[src/hdl/teq_pkg.sv]
// ----------------------------------------------------------------------------
// teq_pkg
// Shared widths, command and status codes, and the controller/datapath
// interface types of the time-ordered event queue.
// ----------------------------------------------------------------------------
package teq_pkg;

   localparam int QUEUE_DEPTH_DEFAULT = 16;

   localparam int CMD_W         = 3;
   localparam int TIME_W        = 32;
   localparam int ID_W          = 16;
   localparam int STATUS_W      = 3;
   localparam int ENTRY_COUNT_W = 5;

   // command codes
   localparam logic [CMD_W-1:0] CMD_INSERT = 3'd0;
   localparam logic [CMD_W-1:0] CMD_POP    = 3'd1;
   localparam logic [CMD_W-1:0] CMD_REMOVE = 3'd2;
   localparam logic [CMD_W-1:0] CMD_PEEK   = 3'd3;
   localparam logic [CMD_W-1:0] CMD_EMPTY  = 3'd4;

   // status codes
   localparam logic [STATUS_W-1:0] ST_OK        = 3'd0;
   localparam logic [STATUS_W-1:0] ST_DROPPED   = 3'd1;
   localparam logic [STATUS_W-1:0] ST_FULL      = 3'd2;
   localparam logic [STATUS_W-1:0] ST_EMPTY     = 3'd3;
   localparam logic [STATUS_W-1:0] ST_NOT_FOUND = 3'd4;

   typedef enum logic [1:0] {
      RD_AT_PTR,
      RD_BELOW_PTR,
      RD_ABOVE_PTR
   } rd_sel_type;

   typedef enum logic [2:0] {
      PTR_HOLD,
      PTR_LOAD_COUNT,
      PTR_CLEAR,
      PTR_INC,
      PTR_DEC
   } ptr_op_type;

   typedef struct packed {
      logic                capture;
      logic                rd_en;
      rd_sel_type          rd_sel;
      logic                wr_en;
      logic                wr_new;
      ptr_op_type          ptr_op;
      logic                count_inc;
      logic                count_dec;
      logic                flag_set;
      logic                head_load;
      logic                head_clear;
      logic                rsp_load;
      logic [STATUS_W-1:0] rsp_status;
   } ctrl_cmd_type;

   typedef struct packed {
      logic [CMD_W-1:0] op;
      logic             past_end;
      logic             full;
      logic             list_empty;
      logic             ptr_zero;
      logic             ptr_last;
      logic             later;
      logic             id_match;
      logic             rsp_free;
   } ctrl_stat_type;

endpackage

[src/hdl/teq_ctrl.sv]
// ----------------------------------------------------------------------------
// teq_ctrl
// Sequencer of the event queue: decodes one command and steps the datapath
// through the walk, search and shift over the slot memory.
// ----------------------------------------------------------------------------
module teq_ctrl (
   input  logic                           clock,
   input  logic                           reset,
   input  logic                           req_valid,
   output logic                           req_stall,
   input  teq_pkg::ctrl_stat_type         stat,
   output teq_pkg::ctrl_cmd_type          cmd
);
   import teq_pkg::*;

   typedef enum logic [3:0] {
      S_IDLE,
      S_DECODE,
      S_INS_RD,
      S_INS_CHK,
      S_HEAD_RD,
      S_HEAD_CAP,
      S_SHIFT_RD,
      S_SHIFT_WR,
      S_SRCH_RD,
      S_SRCH_CHK,
      S_DONE
   } state_type;

   state_type           state_ff, state_in;
   logic [STATUS_W-1:0] status_ff, status_in;

   always_ff @(posedge clock) begin
      if (reset) begin
         state_ff  <= S_IDLE;
         status_ff <= ST_OK;
      end else begin
         state_ff  <= state_in;
         status_ff <= status_in;
      end
   end

   assign req_stall = (state_ff != S_IDLE);

   always_comb begin
      state_in       = state_ff;
      status_in      = status_ff;
      cmd            = '0;
      cmd.rd_sel     = RD_AT_PTR;
      cmd.ptr_op     = PTR_HOLD;
      cmd.rsp_status = status_ff;
      case (state_ff)
         S_IDLE: begin
            if (req_valid) begin
               cmd.capture = 1'b1;
               state_in    = S_DECODE;
            end
         end
         S_DECODE: begin
            cmd.head_clear = 1'b1;
            status_in      = ST_OK;
            state_in       = S_DONE;
            case (stat.op)
               CMD_INSERT: begin
                  if (stat.past_end) begin
                     status_in = ST_DROPPED;
                  end else if (stat.full) begin
                     status_in = ST_FULL;
                  end else begin
                     cmd.ptr_op = PTR_LOAD_COUNT;
                     state_in   = S_INS_RD;
                  end
               end
               CMD_POP, CMD_PEEK: begin
                  if (stat.list_empty) begin
                     status_in = ST_EMPTY;
                  end else begin
                     cmd.ptr_op = PTR_CLEAR;
                     state_in   = S_HEAD_RD;
                  end
               end
               CMD_REMOVE: begin
                  if (stat.list_empty) begin
                     status_in = ST_NOT_FOUND;
                  end else begin
                     cmd.ptr_op = PTR_CLEAR;
                     state_in   = S_SRCH_RD;
                  end
               end
               CMD_EMPTY: begin
                  cmd.flag_set = 1'b1;
               end
               default: begin
               end
            endcase
         end
         // walk from the tail toward the head, moving later entries up
         S_INS_RD: begin
            if (stat.ptr_zero) begin
               cmd.wr_en     = 1'b1;
               cmd.wr_new    = 1'b1;
               cmd.count_inc = 1'b1;
               state_in      = S_DONE;
            end else begin
               cmd.rd_en  = 1'b1;
               cmd.rd_sel = RD_BELOW_PTR;
               state_in   = S_INS_CHK;
            end
         end
         S_INS_CHK: begin
            cmd.wr_en = 1'b1;
            if (stat.later) begin
               cmd.ptr_op = PTR_DEC;
               state_in   = S_INS_RD;
            end else begin
               cmd.wr_new    = 1'b1;
               cmd.count_inc = 1'b1;
               state_in      = S_DONE;
            end
         end
         S_HEAD_RD: begin
            cmd.rd_en = 1'b1;
            state_in  = S_HEAD_CAP;
         end
         S_HEAD_CAP: begin
            cmd.head_load = 1'b1;
            if (stat.op == CMD_POP) begin
               state_in = S_SHIFT_RD;
            end else begin
               state_in = S_DONE;
            end
         end
         // close the gap at ptr by moving the rest down one slot
         S_SHIFT_RD: begin
            if (stat.ptr_last) begin
               cmd.count_dec = 1'b1;
               state_in      = S_DONE;
            end else begin
               cmd.rd_en  = 1'b1;
               cmd.rd_sel = RD_ABOVE_PTR;
               state_in   = S_SHIFT_WR;
            end
         end
         S_SHIFT_WR: begin
            cmd.wr_en  = 1'b1;
            cmd.ptr_op = PTR_INC;
            state_in   = S_SHIFT_RD;
         end
         S_SRCH_RD: begin
            cmd.rd_en = 1'b1;
            state_in  = S_SRCH_CHK;
         end
         S_SRCH_CHK: begin
            if (stat.id_match) begin
               state_in = S_SHIFT_RD;
            end else if (stat.ptr_last) begin
               status_in = ST_NOT_FOUND;
               state_in  = S_DONE;
            end else begin
               cmd.ptr_op = PTR_INC;
               state_in   = S_SRCH_RD;
            end
         end
         S_DONE: begin
            if (stat.rsp_free) begin
               cmd.rsp_load = 1'b1;
               state_in     = S_IDLE;
            end
         end
         default: begin
            state_in = S_IDLE;
         end
      endcase
   end

endmodule

[src/hdl/teq_dpath.sv]
// ----------------------------------------------------------------------------
// teq_dpath
// Datapath of the event queue: slot memory with registered read, entry
// count, walk pointer, end-time register and the result register.
// ----------------------------------------------------------------------------
module teq_dpath #(
   parameter int QUEUE_DEPTH = teq_pkg::QUEUE_DEPTH_DEFAULT
) (
   input  logic                                   clock,
   input  logic                                   reset,
   input  teq_pkg::ctrl_cmd_type                  cmd,
   output teq_pkg::ctrl_stat_type                 stat,
   input  logic [teq_pkg::CMD_W-1:0]              req_command,
   input  logic [teq_pkg::TIME_W-1:0]             req_event_time,
   input  logic [teq_pkg::ID_W-1:0]               req_event_id,
   input  logic                                   csr_write_en,
   input  logic [teq_pkg::TIME_W-1:0]             csr_write_data,
   output logic                                   rsp_valid,
   input  logic                                   rsp_stall,
   output logic [teq_pkg::STATUS_W-1:0]           rsp_status,
   output logic [teq_pkg::TIME_W-1:0]             rsp_head_time,
   output logic [teq_pkg::ID_W-1:0]               rsp_head_id,
   output logic                                   rsp_is_empty,
   output logic [teq_pkg::ENTRY_COUNT_W-1:0]      rsp_entry_count
);
   import teq_pkg::*;

   localparam int AW = $clog2(QUEUE_DEPTH);
   localparam int CW = $clog2(QUEUE_DEPTH + 1);
   localparam logic [CW-1:0] DEPTH_C = CW'(QUEUE_DEPTH);

   logic [TIME_W-1:0]   mem_time_ff [QUEUE_DEPTH];
   logic [ID_W-1:0]     mem_id_ff   [QUEUE_DEPTH];

   logic [CMD_W-1:0]    op_ff;
   logic [TIME_W-1:0]   time_ff;
   logic [ID_W-1:0]     id_ff;
   logic [TIME_W-1:0]   end_time_ff;
   logic [CW-1:0]       count_ff, count_in;
   logic                flag_ff;
   logic [AW-1:0]       ptr_ff, ptr_in;
   logic [AW-1:0]       rd_addr;
   logic [TIME_W-1:0]   rd_time_ff;
   logic [ID_W-1:0]     rd_id_ff;
   logic [TIME_W-1:0]   head_time_ff;
   logic [ID_W-1:0]     head_id_ff;
   logic [CW-1:0]       ptr_next_pos;
   logic [CW+ENTRY_COUNT_W-1:0] count_ext;

   logic                      rsp_valid_ff;
   logic [STATUS_W-1:0]       rsp_status_ff;
   logic [TIME_W-1:0]         rsp_head_time_ff;
   logic [ID_W-1:0]           rsp_head_id_ff;
   logic                      rsp_is_empty_ff;
   logic [ENTRY_COUNT_W-1:0]  rsp_entry_count_ff;

   // captured word
   always_ff @(posedge clock) begin
      if (cmd.capture) begin
         op_ff   <= req_command;
         time_ff <= req_event_time;
         id_ff   <= req_event_id;
      end
   end

   always_ff @(posedge clock) begin
      if (reset) begin
         end_time_ff <= '1;
      end else if (csr_write_en) begin
         end_time_ff <= csr_write_data;
      end
   end

   always_comb begin
      case (cmd.rd_sel)
         RD_BELOW_PTR: rd_addr = ptr_ff - AW'(1);
         RD_ABOVE_PTR: rd_addr = ptr_ff + AW'(1);
         default:      rd_addr = ptr_ff;
      endcase
   end

   always_ff @(posedge clock) begin
      if (cmd.wr_en) begin
         mem_time_ff[ptr_ff] <= cmd.wr_new ? time_ff : rd_time_ff;
         mem_id_ff[ptr_ff]   <= cmd.wr_new ? id_ff : rd_id_ff;
      end
      if (cmd.rd_en) begin
         rd_time_ff <= mem_time_ff[rd_addr];
         rd_id_ff   <= mem_id_ff[rd_addr];
      end
   end

   always_comb begin
      case (cmd.ptr_op)
         PTR_LOAD_COUNT: ptr_in = count_ff[AW-1:0];
         PTR_CLEAR:      ptr_in = '0;
         PTR_INC:        ptr_in = ptr_ff + AW'(1);
         PTR_DEC:        ptr_in = ptr_ff - AW'(1);
         default:        ptr_in = ptr_ff;
      endcase
   end

   always_comb begin
      count_in = count_ff;
      if (cmd.count_inc) begin
         count_in = count_ff + CW'(1);
      end else if (cmd.count_dec) begin
         count_in = count_ff - CW'(1);
      end
   end

   always_ff @(posedge clock) begin
      if (reset) begin
         count_ff <= '0;
         flag_ff  <= 1'b0;
         ptr_ff   <= '0;
      end else begin
         count_ff <= count_in;
         ptr_ff   <= ptr_in;
         if (cmd.flag_set) begin
            flag_ff <= 1'b1;
         end
      end
   end

   always_ff @(posedge clock) begin
      if (cmd.head_clear) begin
         head_time_ff <= '0;
         head_id_ff   <= '0;
      end else if (cmd.head_load) begin
         head_time_ff <= rd_time_ff;
         head_id_ff   <= rd_id_ff;
      end
   end

   assign ptr_next_pos = CW'(ptr_ff) + CW'(1);
   assign count_ext    = {{ENTRY_COUNT_W{1'b0}}, count_ff};

   assign stat.op         = op_ff;
   assign stat.past_end   = (time_ff > end_time_ff);
   assign stat.full       = (count_ff >= DEPTH_C);
   assign stat.list_empty = (count_ff == '0);
   assign stat.ptr_zero   = (ptr_ff == '0);
   assign stat.ptr_last   = (ptr_next_pos >= count_ff);
   assign stat.later      = (rd_time_ff > time_ff);
   assign stat.id_match   = (rd_id_ff == id_ff);
   assign stat.rsp_free   = !rsp_valid_ff || !rsp_stall;

   // result register, refilled once the previous word has gone
   always_ff @(posedge clock) begin
      if (reset) begin
         rsp_valid_ff <= 1'b0;
      end else if (cmd.rsp_load) begin
         rsp_valid_ff <= 1'b1;
      end else if (!rsp_stall) begin
         rsp_valid_ff <= 1'b0;
      end
   end

   always_ff @(posedge clock) begin
      if (cmd.rsp_load) begin
         rsp_status_ff      <= cmd.rsp_status;
         rsp_head_time_ff   <= head_time_ff;
         rsp_head_id_ff     <= head_id_ff;
         rsp_is_empty_ff    <= flag_ff || (count_ff == '0);
         rsp_entry_count_ff <= count_ext[ENTRY_COUNT_W-1:0];
      end
   end

   assign rsp_valid       = rsp_valid_ff;
   assign rsp_status      = rsp_status_ff;
   assign rsp_head_time   = rsp_head_time_ff;
   assign rsp_head_id     = rsp_head_id_ff;
   assign rsp_is_empty    = rsp_is_empty_ff;
   assign rsp_entry_count = rsp_entry_count_ff;

endmodule

[src/hdl/time_ordered_event_queue.sv]
// ----------------------------------------------------------------------------
// time_ordered_event_queue
// Depth-limited queue of (time, id) events kept in ascending time order.
// ----------------------------------------------------------------------------
// One command word is taken at a time and gives one result word. The slots
// sit in one memory with a registered read port, so every entry examined or
// moved takes a read state and then a write or check state. An insert moves
// each entry later than the new one up, a pop reads the head and shifts the
// rest down, a remove searches by id and shifts the entries above a match
// down, a peek reads only the head, and mark-emptied, unused and rejected
// commands go straight to their result. A result still waiting in the output
// register holds the command in its done state until that word has gone.
// req_stall is high while a command is in work; the next word can be taken
// while a result still waits in the output register. The slot memory needs
// no clearing after reset.
module time_ordered_event_queue #(
   parameter int QUEUE_DEPTH = teq_pkg::QUEUE_DEPTH_DEFAULT
) (
   input  logic                              clock,
   input  logic                              reset,
   input  logic                              req_valid,
   output logic                              req_stall,
   input  logic [teq_pkg::CMD_W-1:0]         req_command,
   input  logic [teq_pkg::TIME_W-1:0]        req_event_time,
   input  logic [teq_pkg::ID_W-1:0]          req_event_id,
   input  logic                              csr_write_en,
   input  logic [teq_pkg::TIME_W-1:0]        csr_write_data,
   output logic                              rsp_valid,
   input  logic                              rsp_stall,
   output logic [teq_pkg::STATUS_W-1:0]      rsp_status,
   output logic [teq_pkg::TIME_W-1:0]        rsp_head_time,
   output logic [teq_pkg::ID_W-1:0]          rsp_head_id,
   output logic                              rsp_is_empty,
   output logic [teq_pkg::ENTRY_COUNT_W-1:0] rsp_entry_count
);
   import teq_pkg::*;

   ctrl_cmd_type  cmd;
   ctrl_stat_type stat;

   teq_ctrl u_ctrl (
      .clock     (clock),
      .reset     (reset),
      .req_valid (req_valid),
      .req_stall (req_stall),
      .stat      (stat),
      .cmd       (cmd)
   );

   teq_dpath #(
      .QUEUE_DEPTH (QUEUE_DEPTH)
   ) u_dpath (
      .clock           (clock),
      .reset           (reset),
      .cmd             (cmd),
      .stat            (stat),
      .req_command     (req_command),
      .req_event_time  (req_event_time),
      .req_event_id    (req_event_id),
      .csr_write_en    (csr_write_en),
      .csr_write_data  (csr_write_data),
      .rsp_valid       (rsp_valid),
      .rsp_stall       (rsp_stall),
      .rsp_status      (rsp_status),
      .rsp_head_time   (rsp_head_time),
      .rsp_head_id     (rsp_head_id),
      .rsp_is_empty    (rsp_is_empty),
      .rsp_entry_count (rsp_entry_count)
   );

endmodule

[config.mk]
export PLATFORM = sky130hd
export DESIGN_NAME = time_ordered_event_queue
export DESIGN_NICKNAME = d
export VERILOG_FILES = /design/src/hdl/teq_pkg.sv /design/src/hdl/teq_ctrl.sv /design/src/hdl/teq_dpath.sv /design/src/hdl/time_ordered_event_queue.sv
export SDC_FILE = /design/constraint.sdc
export NUM_CORES = 1
export LEC_CHECK = 0
export CORE_MARGIN = 3
export CORE_UTILIZATION = 25
export CTS_BUF_LIST = sky130_fd_sc_hd__clkbuf_4 sky130_fd_sc_hd__clkbuf_8
export DETAILED_ROUTE_END_ITERATION = 8
export DONT_BUFFER_PORTS = 1
export PLACE_DENSITY = 0.35
export SKIP_CTS_REPAIR_TIMING = 1
export SYNTH_ARGS = -nofsm -noshare
export SYNTH_HDL_FRONTEND = slang
export SYNTH_SLANG_ARGS = --single-unit
[constraint.sdc]
create_clock -name clock -period 7.5 [get_ports clock]
set_input_delay 0.75 -clock clock [delete_from_list [all_inputs] [get_ports clock]]
set_output_delay 0.75 -clock clock [all_outputs]
set_load 0.005 [all_outputs]
* Word-level counts from Yosys, hierarchy flattened *
Memories as Yosys holds them, arrays and structs flattened. A register that Yosys moved wholly into a read port is not among the register bits.
Cells that the tools add are included.

operators by class
  add/sub/neg operators = 5
  $lt $le $gt $ge = 4
  equality and inequality tests = 26
  multiplexer cells = 60
  reductions and logical operators = 18

operator list
  cell                  count
  $gt A32 B32 Y1        2
  $pmux W4 S11          1
  $mux W4               10
  $mux W32              1
  $mux W3               9
  $mux W1               17
  $eq A16 B16 Y1        1
  $eq A4 B3 Y1 const B  4
  $mux W16              1
  $pmux W4 S4           1
  $mux W2               7
  $eq A3 B2 Y1 const B  4
  $eq A4 B4 Y1 const B  3
  $pmux W3 S2           2
  $pmux W3 S4           1
  $pmux W4 S3           1
  $mux W5               2
  $pmux W3 S3           1
  $eq A4 B2 Y1 const B  2
  $logic_not A4 Y1      2
  $ne A2 B2 Y1 const B  4
  $pmux W4 S2           1
  $reduce_bool A4 Y1    2
  $eq A3 B1 Y1 const B  2
  24 further kinds      32

storage, ports and cells
  register bits = 206
  memory bits (writable) = 768
  output and inout port bits = 59
  logic and storage cells = 132
  memories = 2

memory list
  name                 depth  bits a word  rd ports  clocked after memory_dff  wr ports  RTL line         source
  u_dpath.mem_time_ff  16     32           1         1                         1         teq_dpath.sv:32  logic [TIME_W-1:0] mem_time_ff [QUEUE_DEPTH];
  u_dpath.mem_id_ff    16     16           1         1                         1         teq_dpath.sv:33  logic [ID_W-1:0] mem_id_ff [QUEUE_DEPTH];

* Logic depth before layout (Yosys ltp) *
  depth in word-level cells = 7
  gate-level depth with buffers = 19

* Modules after synthesis *
Synthesis repeated with hierarchy kept, for this count alone.

unflattened totals
  cell total of the unflattened synthesis = 2146
  area total of the unflattened synthesis = 40760.3 um^2

modules (own cells, without submodules)
  module     times used  cells an instance  area each (um^2)  seq. area each (um^2)
  teq_dpath  1           2052               40079.7           29568.4
  teq_ctrl   1           94                 680.7             140.1

* Least setup slack after synthesis *
OpenSTA, ideal clock, no wires.

  kind = register -> register
  start point = register u_dpath.ptr_ff[0]
  end point = register u_ctrl.state_ff[0]
  library setup time = 74 ps
  arrival time = 5833 ps
  path slack = 1593 ps
  stages on the path, launching flop included = 11
  period minus slack after synthesis = 5907 ps
  cells stage by stage = dfxtp_1 -> clkbuf_1 -> inv_1 -> ha_1 -> ha_1 -> nand2_1 -> o21ai_0 -> a31oi_1 -> a21oi_1 -> o21ai_0 -> o211a_1

between the ends
  word-level cells in the longest chain between the ends = 4
  elaborated cells between the ends (all ways) = 6

ends and longest elaborated chain
  element                 RTL line          source
  from (decl)             teq_dpath.sv:41   logic [AW-1:0] ptr_ff, ptr_in;
  from (signal assigned)  teq_dpath.sv:119  ptr_ff <= ptr_in;
  $add A4 B1 Y5           teq_dpath.sv:136  assign ptr_next_pos = CW'(ptr_ff) + CW'(1);
  $ge A5 B5 Y1            teq_dpath.sv:144  assign stat.ptr_last = (ptr_next_pos >= count_ff);
  $mux W4                 teq_ctrl.sv:135   if (stat.ptr_last) begin
  $pmux W4 S11 *          teq_ctrl.sv:52    case (state_ff)
  to (signal assigned)    teq_ctrl.sv:38    state_ff <= state_in;
  to (decl)               teq_ctrl.sv:30    state_type state_ff, state_in;

Mark *: on every way between the ends. The rest lies on a longest branch, timed or not.
A chain may end at the register's enable or synchronous reset.

* Worst setup path in the final report *
  start point = register u_dpath.ptr_ff[2]
  end point = register u_dpath.rd_time_ff[26], read port of u_dpath.mem_time_ff, data pin

between the ends
  word-level cells in the longest chain between the ends = 6
  elaborated cells between the ends (all ways) = 12

ends and longest elaborated chain
  element                                       RTL line          source
  $add A4 B1 Y5                                 teq_dpath.sv:136
  $ge A5 B5 Y1                                  teq_dpath.sv:144
  $mux W3                                       teq_ctrl.sv:135
  $pmux W2 S2                                   teq_ctrl.sv:52
  $eq A2 B2 Y1 or $eq A2 B1 Y1 (tied branches)  teq_dpath.sv:75   case (cmd.rd_sel)
  $pmux W4 S2                                   teq_dpath.sv:75
  to (decl)                                     teq_dpath.sv:43   logic [TIME_W-1:0] rd_time_ff;

Parallel ways exist; a longest one is shown, timed or not.

==> metrics.log <==
[metrics] net count after synthesis: 2440
[metrics] setup clock skew after layout: roughly 0.047 ns
[metrics] Rows: between 100 and 150
[metrics] PnR worst setup slack: 1.55 ns
[metrics] CP startpoint kind: flop
[metrics] launching instance or port of the critical path: u_dpath.ptr_ff[2]
[metrics] layout cells sized above 1: 0.236
[metrics] number of enable flip-flop cells after synthesis: 924
[metrics] most common cell type on the critical path: sky130_fd_sc_hd__ha_1
[metrics] via count of the first global-routing pass: ~22000
[metrics] clock transition at the registers of the reported paths: ~0.060 ns
[metrics] area enclosed by the die boundary: 0.167 sq mm
[metrics] met2 capacity usage during global routing: 0.228
[metrics] remaining antenna violation count: 0
[metrics] commonest non-fill, non-tap cell in the layout: sky130_fd_sc_hd__edfxtp_1
[metrics] share of synthesized cell area in full adder, half adder and majority cells: 0.0249
[metrics] register bit total from synthesis: 1022
[metrics] capturing point of the worst reg2reg path: u_dpath.rd_time_ff[26]
[metrics] relative area change from synthesis to final layout: 18.9%
[metrics] average cell area after synthesis: about 18 sq um
[metrics] number of buffers created by CTS: between 150 and 200
[metrics] clock network latency to the later pin of the worst-skew pair: 0.90 ns
[metrics] Power Density: around 350 mW/mm^2
[metrics] Final setup violation count: 0
[metrics] Leakage Power: 16.0 nW
[metrics] max-slew violation count: 0
[metrics] top_reg_cell synth: sky130_fd_sc_hd__edfxtp_1
[metrics] total negative setup slack: 0 ns
[metrics] largest net degree at the start of global routing: 145
[metrics] combined global-route utilization of all metal layers: 0.142
[metrics] proportion of register bits with asynchronous set or reset after synthesis: 0
[metrics] Fill cells: 15900
[metrics] reg2reg setup slack: 1.55 ns
[metrics] status: finished clean
[metrics] area after detailed placement: 0.0436 sq mm
[metrics] synthesized area: 0.0405 sq mm
[metrics] reported max-cap violation count: 0
[metrics] complex-gate fraction of the synthesized area: 0.0494
[metrics] Setup WS pre-CTS: about 1.5 ns
[metrics] slowest cell on the critical path: sky130_fd_sc_hd__o21ai_4
[metrics] Post-Synthesis Cells: 2272
[metrics] cell depth of the worst flop-to-flop path: 15
[metrics] multiplexer fraction of the synthesized cell area: 0.126
[metrics] number of design rule violations left after detail routing: 0
[metrics] sequential element share of the synthesized area: 0.733
[metrics] wire length of the first global-routing pass: between 150000 and 200000 um
[metrics] maximum vdd ir drop: roughly 300 uV
[metrics] commonest cells after routing, fill and taps aside: sky130_fd_sc_hd__edfxtp_1 (924), sky130_fd_sc_hd__clkbuf_8 (202), sky130_fd_sc_hd__nand2_1 (197), sky130_fd_sc_hd__mux4_2 (192), sky130_fd_sc_hd__a21oi_1 (136)
[metrics] Max stage delay on crit path: ~0.85 ns
[metrics] weighted congestion reported at the end of routability-driven placement: 0.725
[metrics] met1 usage in global routing: 0.195
[metrics] upper clock frequency limit: 0.168 GHz
[metrics] cell count after placement: 4400
[metrics] normalized max-slew margin: 0.255
[metrics] total wire length: 120000 um
[metrics] die height: 409 um
[metrics] Root Buffer Master: sky130_fd_sc_hd__clkbuf_8
[metrics] HPWL after detailed placement: around 65000 um
[metrics] largest family of logic cells by synthesized area: multiplexers
[metrics] number of nets in the layout: 2676
[metrics] count of input and output buffers: 0
[metrics] depth of the CTS H-tree: 4
[metrics] Min Clock Period, post-route: 5.95 ns
[metrics] xor-xnor portion of the synthesized cell area: 0.00497
[metrics] starting utilization of the core area: 0.252
[metrics] initial antenna violation count: 9
[metrics] via-per-instance ratio: around 4.5
[metrics] TritonCTS clock tree: done
[metrics] largest driver fanout on the critical path: just over 70
[metrics] count of final hold-check violations: 0
[metrics] Distinct cells, synth: 67
[metrics] WP data required: between 8 and 9 ns
[metrics] via count of the routed design: 21500
[metrics] Starting DRT DRC Count: between 1500 and 2000
[metrics] non-filler cells, final: 4825
[metrics] Tot Pwr: 16.7 mW
[metrics] final core area utilization: 0.300
[metrics] class of the most critical setup path: flop to flop
[metrics] final period utilization: 0.794
[metrics] WL per Instance: around 25 um
[metrics] unrepaired setup endpoints after global routing: false
[metrics] capture point of the worst path: u_dpath.rd_time_ff[26]
[metrics] Top Ports: approximately 150
[metrics] final standard cell area without fillers: 0.0482 sq mm
[metrics] cell-by-cell trace of the critical path: nand2_1 -> nor2_1 -> ha_1 -> a21o_1 -> a31oi_1 -> nand3_1 -> inv_1 -> ha_1 -> mux2i_1 -> o21ai_4 -> buf_12 -> mux4_2 -> nor2b_1 -> a211oi_1 -> a21oi_1
[metrics] total gr overflow: 0
[metrics] First-pass DRT Iterations: 5
[metrics] sink count of the clock tree: 1022
[metrics] tightest hold margin: 0.0811 ns
[metrics] arrival time reported for the critical path endpoint: 6.55 ns
[metrics] number of synthesis warnings: 0
[metrics] Reg-to-Reg Start: u_dpath.ptr_ff[2]
[metrics] clock tree buffer depth: 3
[metrics] kind of end point of the critical path: flop
[metrics] GR peak layer: met2
[metrics] CORE AREA: between 0.15 and 0.2 sq mm
[metrics] met3 global-route usage: 0.0296
[metrics] actual transition at the worst max-transition pin: 1.12 ns
[metrics] simple-gate share of the synthesized area: 0.0424
[metrics] Horiz. Die Dim: 409 um
[metrics] Hold Path Class: primary input to flop
[where the power goes]
| part | switching [mW] | total (mW) | internal [mW] |
|---|---|---|---|
| combinational | 2.27 | 3.63 | 1.35 |
| clock | 2.35 | 5.30 | 2.95 |
| sequential | 0.314 | 7.77 | 7.46 |
[logic make-up after synthesis]
| family | Yosys count |
|---|---|
| buf+inv | 193 |
| xor+xnor | 23 |
| mux | 261 |
| flops | 1022 |
| fa+ha+maj | 80 |
| compound gates | 325 |
| simple gates | 368 |
[state kept, by name, summed over array words and instances (netlist names), 32 cells and up]
signal	cells
u_dpath.rsp_head_time	32
u_dpath.mem_id_ff	256
u_dpath.head_time_ff	32
u_dpath.time_ff	32
u_dpath.rd_time_ff	32
u_dpath.end_time_ff	32
u_dpath.mem_time_ff	512
[worst min path at each step]
stage | depth (start not counted) | startpoint | slack (ns) | end
2_1_floorplan | 0 | u_dpath.head_id_ff[0] | 0.41 | u_dpath.rsp_head_id[0]
3_3_place_gp | 0 | u_dpath.head_id_ff[3] | 0.42 | u_dpath.rsp_head_id[3]
3_5_place_dp | 0 | u_dpath.head_time_ff[24] | 0.42 | u_dpath.rsp_head_time[24]
4_1_cts | 1 | reset | -0.25 | u_ctrl.state_ff[3]
5_1_grt | 2 | rsp_stall | 0.03 | u_dpath.rsp_valid
6_report | 2 | csr_write_en | 0.08 | u_dpath.end_time_ff[30]
[worst max-delay path, delay by kind of cell (launching register included)]
kind                       cells  cell delay (ns)
AOI/OAI and AO/OA              5             1.76
muxes                          2             0.73
DFF                            1             0.77
adders and majority gates      2             0.53
buffers and inverters          2             0.64
and+or+nand+nor                4             1.03
[cell usage after synthesis, types with 33 or more instances]
cell | instances | area share
sky130_fd_sc_hd__o211ai_1 | 33 | 0.0061
sky130_fd_sc_hd__inv_1 | 81 | 0.0075
sky130_fd_sc_hd__ha_1 | 79 | 0.024
sky130_fd_sc_hd__nand2_1 | 199 | 0.018
sky130_fd_sc_hd__mux4_2 | 192 | 0.11
sky130_fd_sc_hd__a21oi_1 | 138 | 0.017
sky130_fd_sc_hd__mux2i_1 | 53 | 0.013
sky130_fd_sc_hd__a211oi_1 | 50 | 0.0093
sky130_fd_sc_hd__edfxtp_1 | 924 | 0.68
sky130_fd_sc_hd__buf_2 | 33 | 0.0041
sky130_fd_sc_hd__nor2b_1 | 54 | 0.0083
sky130_fd_sc_hd__clkbuf_1 | 57 | 0.0053
sky130_fd_sc_hd__dfxtp_1 | 98 | 0.048
sky130_fd_sc_hd__nor2_1 | 40 | 0.0037
sky130_fd_sc_hd__o21ai_0 | 51 | 0.0063
[layout make-up]
| type | count | area (sq um) | share of cell area |
|---|---|---|---|
| inverters | 81 | 304 | 0.00631 |
| repair buffers | 164 | 1530 | 0.0318 |
| multi-input cells | 1057 | 10200 | 0.212 |
| flip-flops and latches | 1022 | 29700 | 0.616 |
| diodes | 8 | 20.0 | 0.000415 |
| well taps | 2160 | 2700 | 0.0561 |
| clock inverters | 68 | 457 | 0.00947 |
| clock buffers | 265 | 3250 | 0.0675 |
[routing by layer]
metal,routed length (um),up-vias
met2,56300,462
met5,13,-
met1,55600,11300
met3,5200,192
li1,-,9501
met4,2810,2
(Power assumes the default switching activity.)
